<file path="src/sv/cpf_pkg.sv">
// ----------------------------------------------------------------------------
// cpf_pkg
// Shared types, constants and the CRC-16 / PN9 step functions of the framer.
// ----------------------------------------------------------------------------
package cpf_pkg;

	localparam int MaxPacketBytes = 256;

	// A packet is too long when its length byte plus three exceeds this limit (L + 3 > max)
	localparam logic [9:0] MAX_PKT = 10'(MaxPacketBytes);

	localparam logic [15:0] CRC_INIT = 16'hFFFF;
	localparam logic [15:0] CRC_POLY = 16'h8005;
	localparam logic [8:0]  PN9_SEED = 9'h1FF;

	localparam logic [1:0] PH_IDLE    = 2'd0;
	localparam logic [1:0] PH_PAYLOAD = 2'd1;
	localparam logic [1:0] PH_DISCARD = 2'd2;

	localparam int ResDepth = 3;

	// Result group produced by one accepted input transaction
	typedef struct packed {
		logic [1:0]                 cnt;
		logic [ResDepth-1:0][7:0]   bytes;
		logic [ResDepth-1:0]        last;
		logic [ResDepth-1:0]        err;
	} res_t;

	// Feed one byte into the CRC, MSB first
	function automatic logic [15:0] crc_byte(input logic [15:0] crc, input logic [7:0] b);
		logic [15:0] c;
		c = crc ^ {b, 8'h00};
		for (int i = 0; i < 8; i++) begin
			if (c[15]) begin
				c = {c[14:0], 1'b0} ^ CRC_POLY;
			end else begin
				c = {c[14:0], 1'b0};
			end
		end
		return c;
	endfunction

	// Advance the whitening register by eight right shifts
	function automatic logic [8:0] pn9_adv(input logic [8:0] k);
		logic [8:0] r;
		r = k;
		for (int i = 0; i < 8; i++) begin
			r = {r[5] ^ r[0], r[8:1]};
		end
		return r;
	endfunction

endpackage

</file>
<file path="src/sv/cpf_byte_if.sv">
// ----------------------------------------------------------------------------
// cpf_byte_if
// Raw packet byte channel: valid/ready handshake with one data byte.
// ----------------------------------------------------------------------------
interface cpf_byte_if;
	logic       valid;
	logic       ready;
	logic [7:0] data_byte;

	modport source (output valid, output data_byte, input ready);
	modport sink   (input valid, input data_byte, output ready);
endinterface

</file>
<file path="src/sv/cpf_frame_if.sv">
// ----------------------------------------------------------------------------
// cpf_frame_if
// Framed output channel: whitened byte with last and error marks.
// ----------------------------------------------------------------------------
interface cpf_frame_if;
	logic       valid;
	logic       ready;
	logic [7:0] out_byte;
	logic       last;
	logic       error;

	modport source (output valid, output out_byte, output last, output error, input ready);
	modport sink   (input valid, input out_byte, input last, input error, output ready);
endinterface

</file>
<file path="src/sv/crc16_pn9_packet_framer.sv">
// ----------------------------------------------------------------------------
// crc16_pn9_packet_framer
// Transmit framer: CRC-16 (0x8005) append and PN9 whitening of each packet.
// ----------------------------------------------------------------------------
//
//   channel | dir | payload                    | meaning
//   --------+-----+----------------------------+-------------------------------
//   pkt     | in  | data_byte[7:0]             | length byte, then payload
//   tx      | out | out_byte[7:0], last, error | whitened bytes, CRC, error
//
// One input transaction is taken per cycle while pkt is ready; its results sit in
// a three-deep result register in the cycle after. A final payload byte (or an empty
// length byte) yields three results, so the input stalls until only the last is left.
// A discarded byte after an oversize length yields no result.
// Reset clears the packet state and drops any results not yet taken.
// A stalled tx holds the head result; pkt stays ready as long as at most the
// head result remains and it is leaving this cycle.
//
module crc16_pn9_packet_framer (
	input  logic        clk,
	input  logic        arst_n,
	cpf_byte_if.sink    pkt,
	cpf_frame_if.source tx
);
	import cpf_pkg::*;

	res_t res;
	logic load;
	logic can_load;

	// Packet state, CRC and whitening; fires load on each accepted transaction
	cpf_core u_core (
		.clk      (clk),
		.arst_n   (arst_n),
		.pkt      (pkt),
		.can_load (can_load),
		.load     (load),
		.res      (res)
	);

	// Result register: hold the group, advance one result per tx transaction
	cpf_outbuf u_outbuf (
		.clk      (clk),
		.arst_n   (arst_n),
		.load     (load),
		.res      (res),
		.can_load (can_load),
		.tx       (tx)
	);

endmodule

</file>
<file path="src/sv/cpf_core.sv">
// ----------------------------------------------------------------------------
// cpf_core
// Packet state, CRC and whitening; builds the result group of each byte.
// ----------------------------------------------------------------------------
module cpf_core (
	input  logic           clk,
	input  logic           arst_n,
	cpf_byte_if.sink       pkt,
	input  logic           can_load,
	output logic           load,
	output cpf_pkg::res_t  res
);
	import cpf_pkg::*;

	logic [1:0]  phase_q;
	logic [7:0]  remaining_q;
	logic [15:0] crc_q;
	logic [8:0]  pn_q;

	logic        in_payload;
	logic        in_discard;
	logic        too_long;
	logic [15:0] crc_base;
	logic [8:0]  pn_base;
	logic [15:0] crc_new;
	logic [8:0]  pn1;
	logic [8:0]  pn2;
	logic [7:0]  rem_dec;
	logic        close_pkt;

	assign pkt.ready = can_load;
	assign load      = pkt.valid && can_load;

	assign in_payload = (phase_q == PH_PAYLOAD);
	assign in_discard = (phase_q == PH_DISCARD);
	assign too_long   = (10'(pkt.data_byte) + 10'd3) > MAX_PKT;

	// A length byte restarts both the CRC and the whitening sequence
	assign crc_base = in_payload ? crc_q : CRC_INIT;
	assign pn_base  = in_payload ? pn_q  : PN9_SEED;
	assign crc_new  = crc_byte(crc_base, pkt.data_byte);
	assign pn1      = pn9_adv(pn_base);
	assign pn2      = pn9_adv(pn1);
	assign rem_dec  = remaining_q - 8'd1;

	// Packet ends on an empty length byte or on the final payload byte
	assign close_pkt = in_payload ? (rem_dec == 8'd0) : (pkt.data_byte == 8'd0);

	always_comb begin
		res = '0;
		if (in_discard) begin
			res.cnt = 2'd0;
		end else if (!in_payload && too_long) begin
			res.cnt    = 2'd1;
			res.last   = 3'b001;
			res.err    = 3'b001;
		end else begin
			res.bytes[0] = pkt.data_byte ^ pn_base[7:0];
			if (close_pkt) begin
				res.cnt      = 2'd3;
				res.bytes[1] = crc_new[15:8] ^ pn1[7:0];
				res.bytes[2] = crc_new[7:0] ^ pn2[7:0];
				res.last     = 3'b100;
			end else begin
				res.cnt = 2'd1;
			end
		end
	end

	always_ff @(posedge clk or negedge arst_n) begin
		if (!arst_n) begin
			phase_q     <= PH_IDLE;
			remaining_q <= '0;
			crc_q       <= CRC_INIT;
			pn_q        <= PN9_SEED;
		end else if (load) begin
			if (in_discard) begin
				remaining_q <= rem_dec;
				if (rem_dec == 8'd0) begin
					phase_q <= PH_IDLE;
				end
			end else if (in_payload) begin
				crc_q       <= crc_new;
				pn_q        <= pn1;
				remaining_q <= rem_dec;
				if (close_pkt) begin
					phase_q <= PH_IDLE;
				end
			end else if (too_long) begin
				remaining_q <= pkt.data_byte;
				phase_q     <= (pkt.data_byte != 8'd0) ? PH_DISCARD : PH_IDLE;
			end else begin
				crc_q <= crc_new;
				pn_q  <= pn1;
				if (close_pkt) begin
					remaining_q <= '0;
					phase_q     <= PH_IDLE;
				end else begin
					remaining_q <= pkt.data_byte;
					phase_q     <= PH_PAYLOAD;
				end
			end
		end
	end

	a_discard_count: assert property (@(posedge clk) disable iff (!arst_n)
		phase_q == PH_DISCARD |-> remaining_q != 8'd0)
		else $error("discard phase with nothing left to drop");

	a_payload_count: assert property (@(posedge clk) disable iff (!arst_n)
		phase_q == PH_PAYLOAD |-> remaining_q != 8'd0)
		else $error("payload phase with no bytes expected");

	a_phase_code: assert property (@(posedge clk) disable iff (!arst_n)
		phase_q == PH_IDLE || phase_q == PH_PAYLOAD || phase_q == PH_DISCARD)
		else $error("packet phase holds an unused code");

endmodule

</file>
<file path="src/sv/cpf_outbuf.sv">
// ----------------------------------------------------------------------------
// cpf_outbuf
// Result register: holds up to three results and hands them out one a cycle while tx is ready.
// ----------------------------------------------------------------------------
module cpf_outbuf (
	input  logic           clk,
	input  logic           arst_n,
	input  logic           load,
	input  cpf_pkg::res_t  res,
	output logic           can_load,
	cpf_frame_if.source    tx
);
	import cpf_pkg::*;

	logic [1:0]                cnt_q;
	logic [ResDepth-1:0][7:0]  bytes_q;
	logic [ResDepth-1:0]       last_q;
	logic [ResDepth-1:0]       err_q;
	logic                      pop;

	assign tx.valid    = (cnt_q != 2'd0);
	assign tx.out_byte = bytes_q[0];
	assign tx.last     = last_q[0];
	assign tx.error    = err_q[0];

	assign pop      = tx.valid && tx.ready;
	// Take a new group when empty, or once the head is the only result left and is leaving
	assign can_load = (cnt_q == 2'd0) || ((cnt_q == 2'd1) && tx.ready);

	always_ff @(posedge clk or negedge arst_n) begin
		if (!arst_n) begin
			cnt_q <= '0;
		end else if (load) begin
			cnt_q <= res.cnt;
		end else if (pop) begin
			cnt_q <= cnt_q - 2'd1;
		end
	end

	always_ff @(posedge clk) begin
		if (load) begin
			bytes_q <= res.bytes;
			last_q  <= res.last;
			err_q   <= res.err;
		end else if (pop) begin
			bytes_q <= {8'h00, bytes_q[ResDepth-1:1]};
			last_q  <= {1'b0, last_q[ResDepth-1:1]};
			err_q   <= {1'b0, err_q[ResDepth-1:1]};
		end
	end

	a_err_form: assert property (@(posedge clk) disable iff (!arst_n)
		tx.valid && tx.error |-> tx.last && tx.out_byte == 8'h00 && cnt_q == 2'd1)
		else $error("error result is not a lone zero byte with last");

	a_last_ends: assert property (@(posedge clk) disable iff (!arst_n)
		tx.valid && tx.last |-> cnt_q == 2'd1)
		else $error("results queued behind a last result");

	a_load_gap: assert property (@(posedge clk) disable iff (!arst_n)
		load && res.cnt != 2'd0 |=> tx.valid)
		else $error("loaded result group not presented");

endmodule
</file>
<file path="src/flat_wrapper.sv">
// flat-port wrapper written by rule: the top's interface ports become plain ports
module crc16_pn9_packet_framer_flat import cpf_pkg::*;
  (clk, arst_n, pkt_valid, pkt_data_byte, pkt_ready, tx_valid, tx_out_byte, tx_last, tx_error, tx_ready);
  cpf_byte_if pkt_i ();
  cpf_frame_if tx_i ();
  input  logic clk;
  input  logic arst_n;
  input wire logic [$bits(pkt_i.valid)-1:0] pkt_valid;
  input wire logic [$bits(pkt_i.data_byte)-1:0] pkt_data_byte;
  output wire logic [$bits(pkt_i.ready)-1:0] pkt_ready;
  output wire logic [$bits(tx_i.valid)-1:0] tx_valid;
  output wire logic [$bits(tx_i.out_byte)-1:0] tx_out_byte;
  output wire logic [$bits(tx_i.last)-1:0] tx_last;
  output wire logic [$bits(tx_i.error)-1:0] tx_error;
  input wire logic [$bits(tx_i.ready)-1:0] tx_ready;
  assign pkt_i.valid = pkt_valid;
  assign pkt_i.data_byte = pkt_data_byte;
  assign pkt_ready = pkt_i.ready;
  assign tx_valid = tx_i.valid;
  assign tx_out_byte = tx_i.out_byte;
  assign tx_last = tx_i.last;
  assign tx_error = tx_i.error;
  assign tx_i.ready = tx_ready;
  crc16_pn9_packet_framer u_core (.clk(clk), .arst_n(arst_n), .pkt(pkt_i), .tx(tx_i));
endmodule
</file>
<file path="config.mk">
export PLATFORM = sky130hd
export DESIGN_NAME = crc16_pn9_packet_framer_flat
export DESIGN_NICKNAME = d
export VERILOG_FILES = /design/src/sv/cpf_pkg.sv /design/src/sv/cpf_byte_if.sv /design/src/sv/cpf_frame_if.sv /design/src/sv/crc16_pn9_packet_framer.sv /design/src/sv/cpf_core.sv /design/src/sv/cpf_outbuf.sv /design/src/flat_wrapper.sv
export SDC_FILE = /design/constraint.sdc
export NUM_CORES = 1
export LEC_CHECK = 0
export ABC_AREA = 1
export BUFFER_PORTS_ARGS = -buffer_cell sky130_fd_sc_hd__buf_2
export CAP_MARGIN = 10
export CORE_ASPECT_RATIO = 1.1
export CORE_MARGIN = 1.5
export CORE_UTILIZATION = 37
export CTS_CLUSTER_DIAMETER = 200
export DETAILED_ROUTE_END_ITERATION = 12
export GPL_ROUTABILITY_DRIVEN = 0
export GPL_TIMING_DRIVEN = 0
export HOLD_SLACK_MARGIN = 0.05
export PLACE_DENSITY = 0.63
export SKIP_CTS_REPAIR_TIMING = 1
export SLEW_MARGIN = 20
export SYNTH_ARGS = -nofsm -noshare
export SYNTH_HDL_FRONTEND = slang
export SYNTH_HIERARCHICAL = 1
export SYNTH_SLANG_ARGS = --single-unit
</file>
<file path="constraint.sdc">
create_clock -name clk -period 3.1 [get_ports clk]
set_input_delay 0.155 -clock clk [delete_from_list [all_inputs] [get_ports clk]]
set_output_delay 0.155 -clock clk [all_outputs]
set_load 0.01 [all_outputs]
</file>
# Word-level counts from Yosys, hierarchy flattened

Cells that the tools add are included.

Bits in registers: 67
Input bits: 12
Logic and storage cells: 105

Add/sub/neg operators: 3
$lt $le $gt $ge: 1
Eq/ne operators: 6
Mux-type cells: 43
Bitwise gates (word level): 28
Reductions and logical operators: 14

Operator list:

| kind                                                                    | number |
|---|---|
| 16-bit 2-to-1 mux                                                       | 12 |
| 24-bit 2-to-1 mux                                                       | 3 |
| 8-bit 2-to-1 mux                                                        | 4 |
| 30-bit 2-to-1 mux                                                       | 1 |
| 9-bit 2-to-1 mux                                                        | 3 |
| 3-bit inverter                                                          | 8 |
| 8-bit bitwise XOR                                                       | 3 |
| 2-bit 2-to-1 mux                                                        | 11 |
| 3-bit 2-to-1 mux                                                        | 6 |
| 8-bit logical NOT                                                       | 2 |
| 16-bit bitwise XOR                                                      | 1 |
| 1-bit bitwise XOR                                                       | 15 |
| 8-bit by 2-bit adder with 9-bit output, second input constant           | 1 |
| 9-bit > comparator, second input constant                               | 1 |
| 8-bit nonzero test                                                      | 1 |
| 8-bit by 1-bit subtractor with 8-bit output, second input constant      | 1 |
| 3-bit AND reduction                                                     | 2 |
| 2-bit by 1-bit == test with 1-bit output, second input constant         | 2 |
| 1-bit logical AND                                                       | 4 |
| 2-bit nonzero test                                                      | 2 |
| 1-bit 2-to-1 mux                                                        | 3 |
| 3-bit by 1-bit inequality test with 1-bit output, second input constant | 1 |
| 2-bit == test, second input constant                                    | 1 |
| 2-bit logical NOT                                                       | 1 |
| other kinds (6)                                                         | 6 |

# Longest topological paths before layout

Gate-level depths: netlist (run 1).

Word-level depth: 24
Depth in mapped cells: 20
Gate-level depth less buffers: 19

# Modules after synthesis

The synthesis (run 1) kept the hierarchy.

By module, submodules not included:

| module     | instances | cells each | area an instance (um^2) | sequential area each (um^2) |
|---|---|---|---|---|
| cpf_core   | 1         | 403        | 2864.0                  | 907.1 |
| cpf_outbuf | 1         | 146        | 1467.7                  | 950.9 |

# Worst setup path before layout (run 1)

No wires, ideal clock.

Path kind: reg-to-reg
From: register u_core.u_outbuf.cnt_q[0]
To: register u_core/u_outbuf/bytes_q[10] in the netlist's numbering, enable pin
Library setup time: 0.389 ns
Data arrival time: 2.132 ns
Data required time: 2.711 ns
Path slack: 0.580 ns
Cell stages (with the launch flop): 11
Buffers on the path: 2
Period minus slack after synthesis: 2.520 ns
Cells stage by stage: dfrtp_1 -> inv_1 -> ha_1 -> inv_1 -> nand2_1 -> nand2_1 -> inv_1 -> clkbuf_1 -> buf_6 -> inv_4 -> nand2_1

Elaborated cells between the ends (all ways): 8

RTL lines:

| what                         | line               | text |
|---|---|---|
| start, declared              | cpf_outbuf.sv:15   | `logic [1:0] cnt_q;` |
| start signal, assigned       | cpf_outbuf.sv:34   | `cnt_q <= res.cnt;` |
| start signal, assigned       | cpf_outbuf.sv:36   | `cnt_q <= cnt_q - 2'd1;` |
| 2-bit nonzero test           | cpf_outbuf.sv:21   | `assign tx.valid = (cnt_q != 2'd0);` |
| named net tx_valid           | flat_wrapper.sv:11 | `output wire logic [$bits(tx_i.valid)-1:0] tx_valid;` |
| 1-bit logical AND            | cpf_outbuf.sv:26   | `assign pop = tx.valid && tx.ready;` |
| 2-bit nonzero test (no line) | -                  |  |
| end signal, assigned         | cpf_outbuf.sv:42   | `bytes_q <= res.bytes;` |
| end signal, assigned         | cpf_outbuf.sv:46   | `bytes_q <= {8'h00, bytes_q[ResDepth-1:1]};` |
| end, declared                | cpf_outbuf.sv:16   | `logic [ResDepth-1:0][7:0] bytes_q;` |

The timed path passes the listed nets, and every way through them passes these cells.
A chain may end at the register's enable or synchronous reset.

==> qor.csv, run 1 <==
stage,metric,value,unit
timing,timing.fmax,0.3647,GHz
yosys,yosys_warnings,6,
worst_setup_path,crit_path_cell_trace,inv_1 > ha_1 > xnor2_1 > nand2_1 > nor2_1 > nand4_1 > nand2_1 > nand2_1 > nor2_1 > inv_1 > buf_6 > a21oi_1 > nand2_1 > nand2_1,
worst_setup_path,worst_path_max_delay_cell,nor2_1,
pwr,powerDensity,1267,mW/mm2
worst_setup_path,arrival,2.94,ns
timing,fin_crit_sh,88.46,%
yosys,ys_types,42,
yosys,synth_most_common_cell,nand2_1,
yosys,syn_area,0.004332,mm2
floorplanning,start_util,37.87,%
outcome,status,completed,
flow_run,cap_violations,0,
place,io_buffers,23,
drt,routed_wl,10390,um
worst_setup_path,crit_path_end_kind,flop,
grt,grt.busiest_layer,met2,
grt,grt_pass1_wl,17130,um
grt,grt_start_max_net_pins,38,
yosys,yosysSeqAreaShare,42.89,%
timing,rsz0062_at_grt,false,
drt,drt_iter0_drc,258,
timing,fin_skew,0.004676,ns
clocking,cts_sinks,67,
grt,grt_antenna_before_repair,0,
drt,drc,0,
worst_setup_path,critPathLaunchType,flop,
timing,fin_crit,2.742,ns
yosys,synth_common_cells,"nand2_1 (187), inv_1 (59), nor2_1 (34), o21ai_0 (33), edfxtp_1 (30)",
drt,vias,3568,
yosys,yosysTopAreaCell,edfxtp_1,
worst_setup_path,cp.required,3.29,ns
clocking,clk_latency,0.34,ns
worst_setup_path,worst-path-buf-inv,3,
grt,use_met1,21.85,%
grt,grt_usage,18.21,%
pwr,p_leak,2.407,nW
finish,syn_to_final_growth,14.59,%
drt,wl_per_cell,14.01,um
clocking,root_buffer,clkbuf_16,
yosys,synth.area.top_cells,"edfxtp_1 (21%), nand2_1 (16%), dfstp_2 (15%)",
clocking,cts.clk_slew.worst_paths,0.05,ns
pwr,ir_worst_vdd,465.5,uV
timing,tightest_slew,0.8778,ns
finish,nNetsFinal,602,
worst_hold_path,min_path_type,input port to flop,
worst_setup_path,critPathTopFamily,simple AND/OR/NAND/NOR gates,
drt,route.antenna.remaining_nets,0,
place,hpwl,7630,um
floorplanning,io_pins,24,
grt,grt_pass1_vias,3428,
floorplanning,core,0.01144,mm2
clocking,clockBufferDepth,2,
floorplanning,die_area,0.01237,mm2
finish,drive_gt1_share,22.00,%
grt,grt_use_met3,4.743,%
timing,setup_violations,0,
yosys,synth-edff-count,30,
yosys,ys_ff_latch,67,
worst_setup_path,critPathKind,flop to flop,
timing,fin_tns_setup,0,ns
worst_setup_path,critPathMaxStageDelay,0.50,ns
timing,slew_headroom,41.48,%
clocking,htree_levels,3,
yosys,async_flop_share,55.22,%
drt,dr.pass1.iters,5,
clocking,cts_buffers,9,
place,pre_cts_ws,0.3887,ns
floorplanning,die_y,116.5,um
timing,drv_slew,0,
yosys,synth_flop_cell,edfxtp_1,
yosys,syn_avg_cell_area,7.890,um2
yosys,synthCells,549,
grt,overflow,0,
timing,setup_ws,0.3578,ns
yosys,synthDominantCellAreaShare,20.80,%
worst_setup_path,cpMostUsedCell,nand2_1,
timing,hold_violations,0,
worst_setup_path,cp_max_fo,10,
finish,antenna_cells,0,
drt,via_per_inst,4.815,
floorplanning,rows,41,
floorplanning,die_width,106.2,um
grt,use_met2,31.18,%
clocking,cts_tree,done,
-- worst paths after layout --
path | from | endpoint | slack (ns) | depth (start not counted)
max | u_core/u_core/remaining_q[0] | u_core/u_outbuf/bytes_q[8] | 0.36 | 14
min | tx_ready | u_core/u_outbuf/cnt_q[0] | 0.17 | 4
max reg2reg | u_core/u_core/remaining_q[0] | u_core/u_outbuf/bytes_q[8] | 0.36 | 14
min reg2reg | u_core/u_core/crc_q[6] | u_core/u_core/crc_q[6] | 0.46 | 2
max in group asynchronous | arst_n | u_core/u_core/remaining_q[2] | 2.07 | 2
min in group asynchronous | arst_n | u_core/u_core/phase_q[1] | 0.49 | 2
-- worst reg2reg max path, delay by kind of cell, from the launching register on --
family | cells | cell delay, ns
and+or+nand+nor | 8 | 1.19
buffers and inverters | 3 | 0.46
DFF | 1 | 0.37
adders and majority gates | 1 | 0.25
xor gates and xnor gates | 1 | 0.21
AOI/OAI and AO/OA | 1 | 0.11
-- routing by layer --
layer  vias to the layer above  wire length, um
li1                       1773                -
met1                      1683             4544
met2                        94             5080
met3                        18              500
met4                         0              260
met5                         -                0
-- report_power, final --
| part | total (W) | switching (W) | internal [W] | leakage, nW |
|---|---|---|---|---|
| registers | 0.00175 | 0.000182 | 0.00157 | 0.711 |
| logic | 0.00346 | 0.00221 | 0.00126 | 1.54 |
| clock network | 0.00108 | 0.000380 | 0.000698 | 0.156 |
| total | 0.00629 | 0.00277 | 0.00352 | 2.41 |
-- cell type report --
cell class,instances,area [um2]
inverter,65,247.7
timing repair buffer,24,125.1
sequential,67,1858
tap,150,187.7
clock buffer,10,229.0
multi-input combinational,389,2001
buffer,30,235.2
fill,1146,6476
clock inverter,6,80.08
-- cell families after synthesis --
| family | share of synthesized area [%] |
|---|---|
| adder cells (fa/ha/maj) | 1.155 |
| buffers and inverters | 11.15 |
| other | 0.08657 |
| AO/OA/AOI/OAI | 8.464 |
| flip-flops | 42.89 |
| AND/OR/NAND/NOR | 28.42 |
| XOR/XNOR | 7.828 |
-- state kept, by name (all words and copies together) (netlist names) --
signal	count
u_core/u_outbuf/tx.out_byte	8
u_core/u_core/phase_q	2
u_core/u_outbuf/cnt_q	2
u_core/u_core/pn_q	9
u_core/u_outbuf/err_q	3
u_core/u_core/remaining_q	8
u_core/u_core/crc_q	16
u_core/u_outbuf/bytes_q	16
u_core/u_outbuf/last_q	3
-- metrics by stage --
step	std cells	power [W]	area [um2]	util [%]	hold WS, ns
5_1_grt	741	0.006844	4964	43.39	0.2006
2_1_floorplan	551	0.004401	4339	-	-0.1406
3_5_place_dp	724	0.005192	4644	40.60	0.3327
6_report	741	0.006290	4964	43.39	0.1704
3_3_place_gp	724	0.005121	4642	40.58	0.3307
4_1_cts	740	0.006311	4954	43.30	-0.02833
-- cells in the final DEF, fill, tap and decap left out, types with 13 or more instances in the layout --
cell type	netlist	layout
nor2_1	34	34
buf_2	1	24
edfxtp_1	30	30
o21ai_0	33	33
nand3_1	23	23
dfstp_2	25	25
nand2_2	12	13
a21oi_1	16	16
xor2_1	24	24
inv_1	59	59
buf_4	18	18
nand2_1	187	186
Note: power is estimated with default switching activity, not from simulation.
==> run 2, diff against run 1 <==
--- a/config.mk
+++ b/config.mk
@@ -5,7 +5,6 @@
 export SDC_FILE = /design/constraint.sdc
 export NUM_CORES = 1
 export LEC_CHECK = 0
-export ABC_AREA = 1
 export BUFFER_PORTS_ARGS = -buffer_cell sky130_fd_sc_hd__buf_2
 export CAP_MARGIN = 10
 export CORE_ASPECT_RATIO = 1.1
==> run 2 against run 1 <==
Effect of this change: wire length decreased by 5.1%; synthesized area decreased by 2.4%; clock-buffer cell count decreased by 1; synthesized cell count shrank 24%; sequential share of layout area rose by 1.2 points; sequential power is 6% higher; final area shrank 3.2%; critical path type unchanged; critical endpoint is now u_core/u_outbuf/bytes_q[23]; largest power group unchanged.
==> qor.csv, run 2 <==
stage,metric,value,unit
clocking,cts_sinks,67,
yosys,yosys.area_share.simple,15.41,%
yosys,synthXorXnorAreaFrac,16.92,%
finish,reg_top3,"u_core/u_core/crc_q: 16 flops, u_core/u_outbuf/bytes_q: 16 flops, u_core/u_core/pn_q: 9 flops",
yosys,syn_avg_cell_area,10.14,um2
drt,routed_wl,9851,um
timing,tightest_slew,0.8451,ns
finish,num-fill-cells,1081,
grt,overflow,0,
clocking,root_buffer,clkbuf_16,
place,hpwl,7054,um
pwr,powerDensity,1339,mW/mm2
drt,route.antenna.remaining_nets,0,
floorplanning,die_area,0.01208,mm2
place,io_buffers,16,
drt,wl_per_cell,16.45,um
finish,multi_input_area,0.002105,mm2
worst_hold_path,min_path_cells,3,
yosys,synth-edff-count,30,
clocking,clk_latency,0.33,ns
floorplanning,io_pins,24,
clocking,clockBufferDepth,2,
clocking,cts_tree,done,
finish,final_common_cell,nor2_1,
drt,drt_iter0_drc,185,
finish,fin_cells,599,
yosys,synthAdderAreaFrac,1.657,%
place,dp_cells,582,
pwr,p_leak,1.955,nW
timing,drv_slew,0,
grt,grt_start_max_net_pins,38,
timing,fin_skew,0.005539,ns
worst_setup_path,critPathLaunchType,flop,
outcome,status,completed,
yosys,synth_flop_cell,edfxtp_1,
place,dpl_cell_area,0.004501,mm2
yosys,syn_area,0.004229,mm2
yosys,async_flop_share,55.22,%
floorplanning,die_y,115.1,um
finish,antenna_cells,0,
finish,syn_to_final_growth,13.67,%
timing,timing.hold.ws,0.2391,ns
drt,via_per_inst,5.107,
worst_setup_path,crit_path_end_kind,flop,
yosys,synth_most_common_cell,nor2_1,
yosys,synthCells,417,
yosys,synth.area.top_cells,"edfxtp_1 (21%), dfstp_2 (16%), xnor2_1 (7.5%)",
drt,vias,3059,
finish,drive_gt1_share,25.88,%
finish,seq_area,0.001858,mm2
worst_setup_path,r2r_cells,10,
timing,setup_violations,0,
worst_hold_path,min_path_type,input port to flop,
timing,fin_crit_sh,87.16,%
worst_setup_path,cp_max_fo,30,
grt,grt_antenna_before_repair,0,
floorplanning,start_util,38.41,%
timing,fin_tns_setup,0,ns
yosys,ys_ff_latch,67,
pwr,ir_worst_vdd,570.0,uV
timing,slew_headroom,43.66,%
clocking,cts.clk_slew.worst_paths,0.06,ns
yosys,muxShareOfSynthArea,6.036,%
timing,timing.fmax,0.3701,GHz
worst_setup_path,critPathKind,flop to flop,
grt,grt_usage,17.50,%
finish,nNetsFinal,463,
floorplanning,core,0.01101,mm2
grt,grt_pass1_vias,3119,
finish,layout_common_cells,"nor2_1 (48), nand2_1 (37), xnor2_1 (36)",
yosys,yosys_warnings,6,
timing,rsz0062_at_grt,false,
worst_setup_path,arrival,2.69,ns
worst_setup_path,cp.required,3.09,ns
yosys,synth_top_family_by_area,XOR/XNOR gates,
drt,dr.pass1.iters,4,
yosys,synth_common_cells,"nor2_1 (48), nand2_1 (37), xnor2_1 (36), edfxtp_1 (30), o21ai_0 (29)",
timing,fin_crit,2.702,ns
finish,post-route-cell-area,0.004807,mm2
clocking,cts_buffers,9,
grt,grt_pass1_wl,16100,um
yosys,yosysTopAreaCell,edfxtp_1,
flow_run,cap_violations,0,
floorplanning,rows,40,
yosys,ys_types,58,
yosys,yosysSeqAreaShare,43.93,%
yosys,synthDominantCellAreaShare,21.30,%
floorplanning,die_width,104.9,um
yosys,synth-compound-area-share,9.408,%
clocking,htree_levels,3,
timing,hold_violations,0,
drt,drc,0,
run 2: cell count changes in the layout (fill, tap and decap cells not counted), moves of 14 or more:
cell	before	now
nand2_1	186	37
inv_1	59	9
xnor2_1	11	36
nand3_1	23	2
mux2_2	0	20
nor2_1	34	48
run 2: path summary, 6_finish.rpt:
kind                                           endpoint  slack [ns]                     start
max                         u_core/u_outbuf/bytes_q[23]        0.40  u_core/u_outbuf/cnt_q[0]
min reg2reg                     u_core/u_core/crc_q[15]        0.49   u_core/u_core/crc_q[15]
max reg2reg                 u_core/u_outbuf/bytes_q[23]        0.40  u_core/u_outbuf/cnt_q[0]
min                            u_core/u_outbuf/cnt_q[0]        0.24                  tx_ready
min in group asynchronous  u_core/u_core/remaining_q[0]        0.47                    arst_n
max in group asynchronous  u_core/u_core/remaining_q[6]        2.10                    arst_n
run 2: final cells by class:
type,instances,area share (%)
flip-flops and latches,67,38.65
clock buffers,9,4.685
repair buffers,17,1.874
inverters,9,0.7028
multi-input cells,302,43.78
clock inverters,7,1.432
plain buffers,41,5.049
well taps,147,3.826
run 2: power by group:
| part | internal (W) | leakage (nW) | total (W) | switching [W] |
|---|---|---|---|---|
| Combinational | 0.00181 | 1.10 | 0.00357 | 0.00177 |
| Clock | 0.000619 | 0.143 | 0.00101 | 0.000394 |
| Sequential | 0.00155 | 0.709 | 0.00185 | 0.000296 |
| Total | 0.00398 | 1.95 | 0.00644 | 0.00246 |
run 2: critical path: stages (launching register included):
cell      delay (ns)
dfrtp_1         0.41
inv_1           0.07
ha_1            0.20
inv_1           0.06
nand2_1         0.07
nand2_1         0.15
inv_1           0.11
clkbuf_1        0.37
buf_6           0.21
buf_2           0.26
or2_4           0.43
run 2: cells by family after synthesis:
family | Yosys count
AND/OR/NAND/NOR | 134
XOR/XNOR | 70
flip-flops | 67
AO/OA/AOI/OAI | 66
buffers and inverters | 50
multiplexers | 23
adder cells (fa/ha/maj) | 6
other | 1
run 2: per-stage QoR:
stage                     setup slack [ns]  util (%)  total power, W
after floorplan                     0.6929         -        0.004658
after global placement              0.2259     40.88        0.005328
after detailed placement            0.1698     40.88        0.005426
after CTS                           0.1557     43.55        0.006475
after global routing                0.1556     43.66        0.006875
final                               0.3982     43.66        0.006437
run 2: routing by layer:
layer  wire [um]  vias up  global-route usage, %
met5           0        -                      0
met4         227        0                  8.128
met3         407       19                  3.061
met2        4853       70                  29.72
met1        4363     1507                  21.81
li1            -     1463                      -
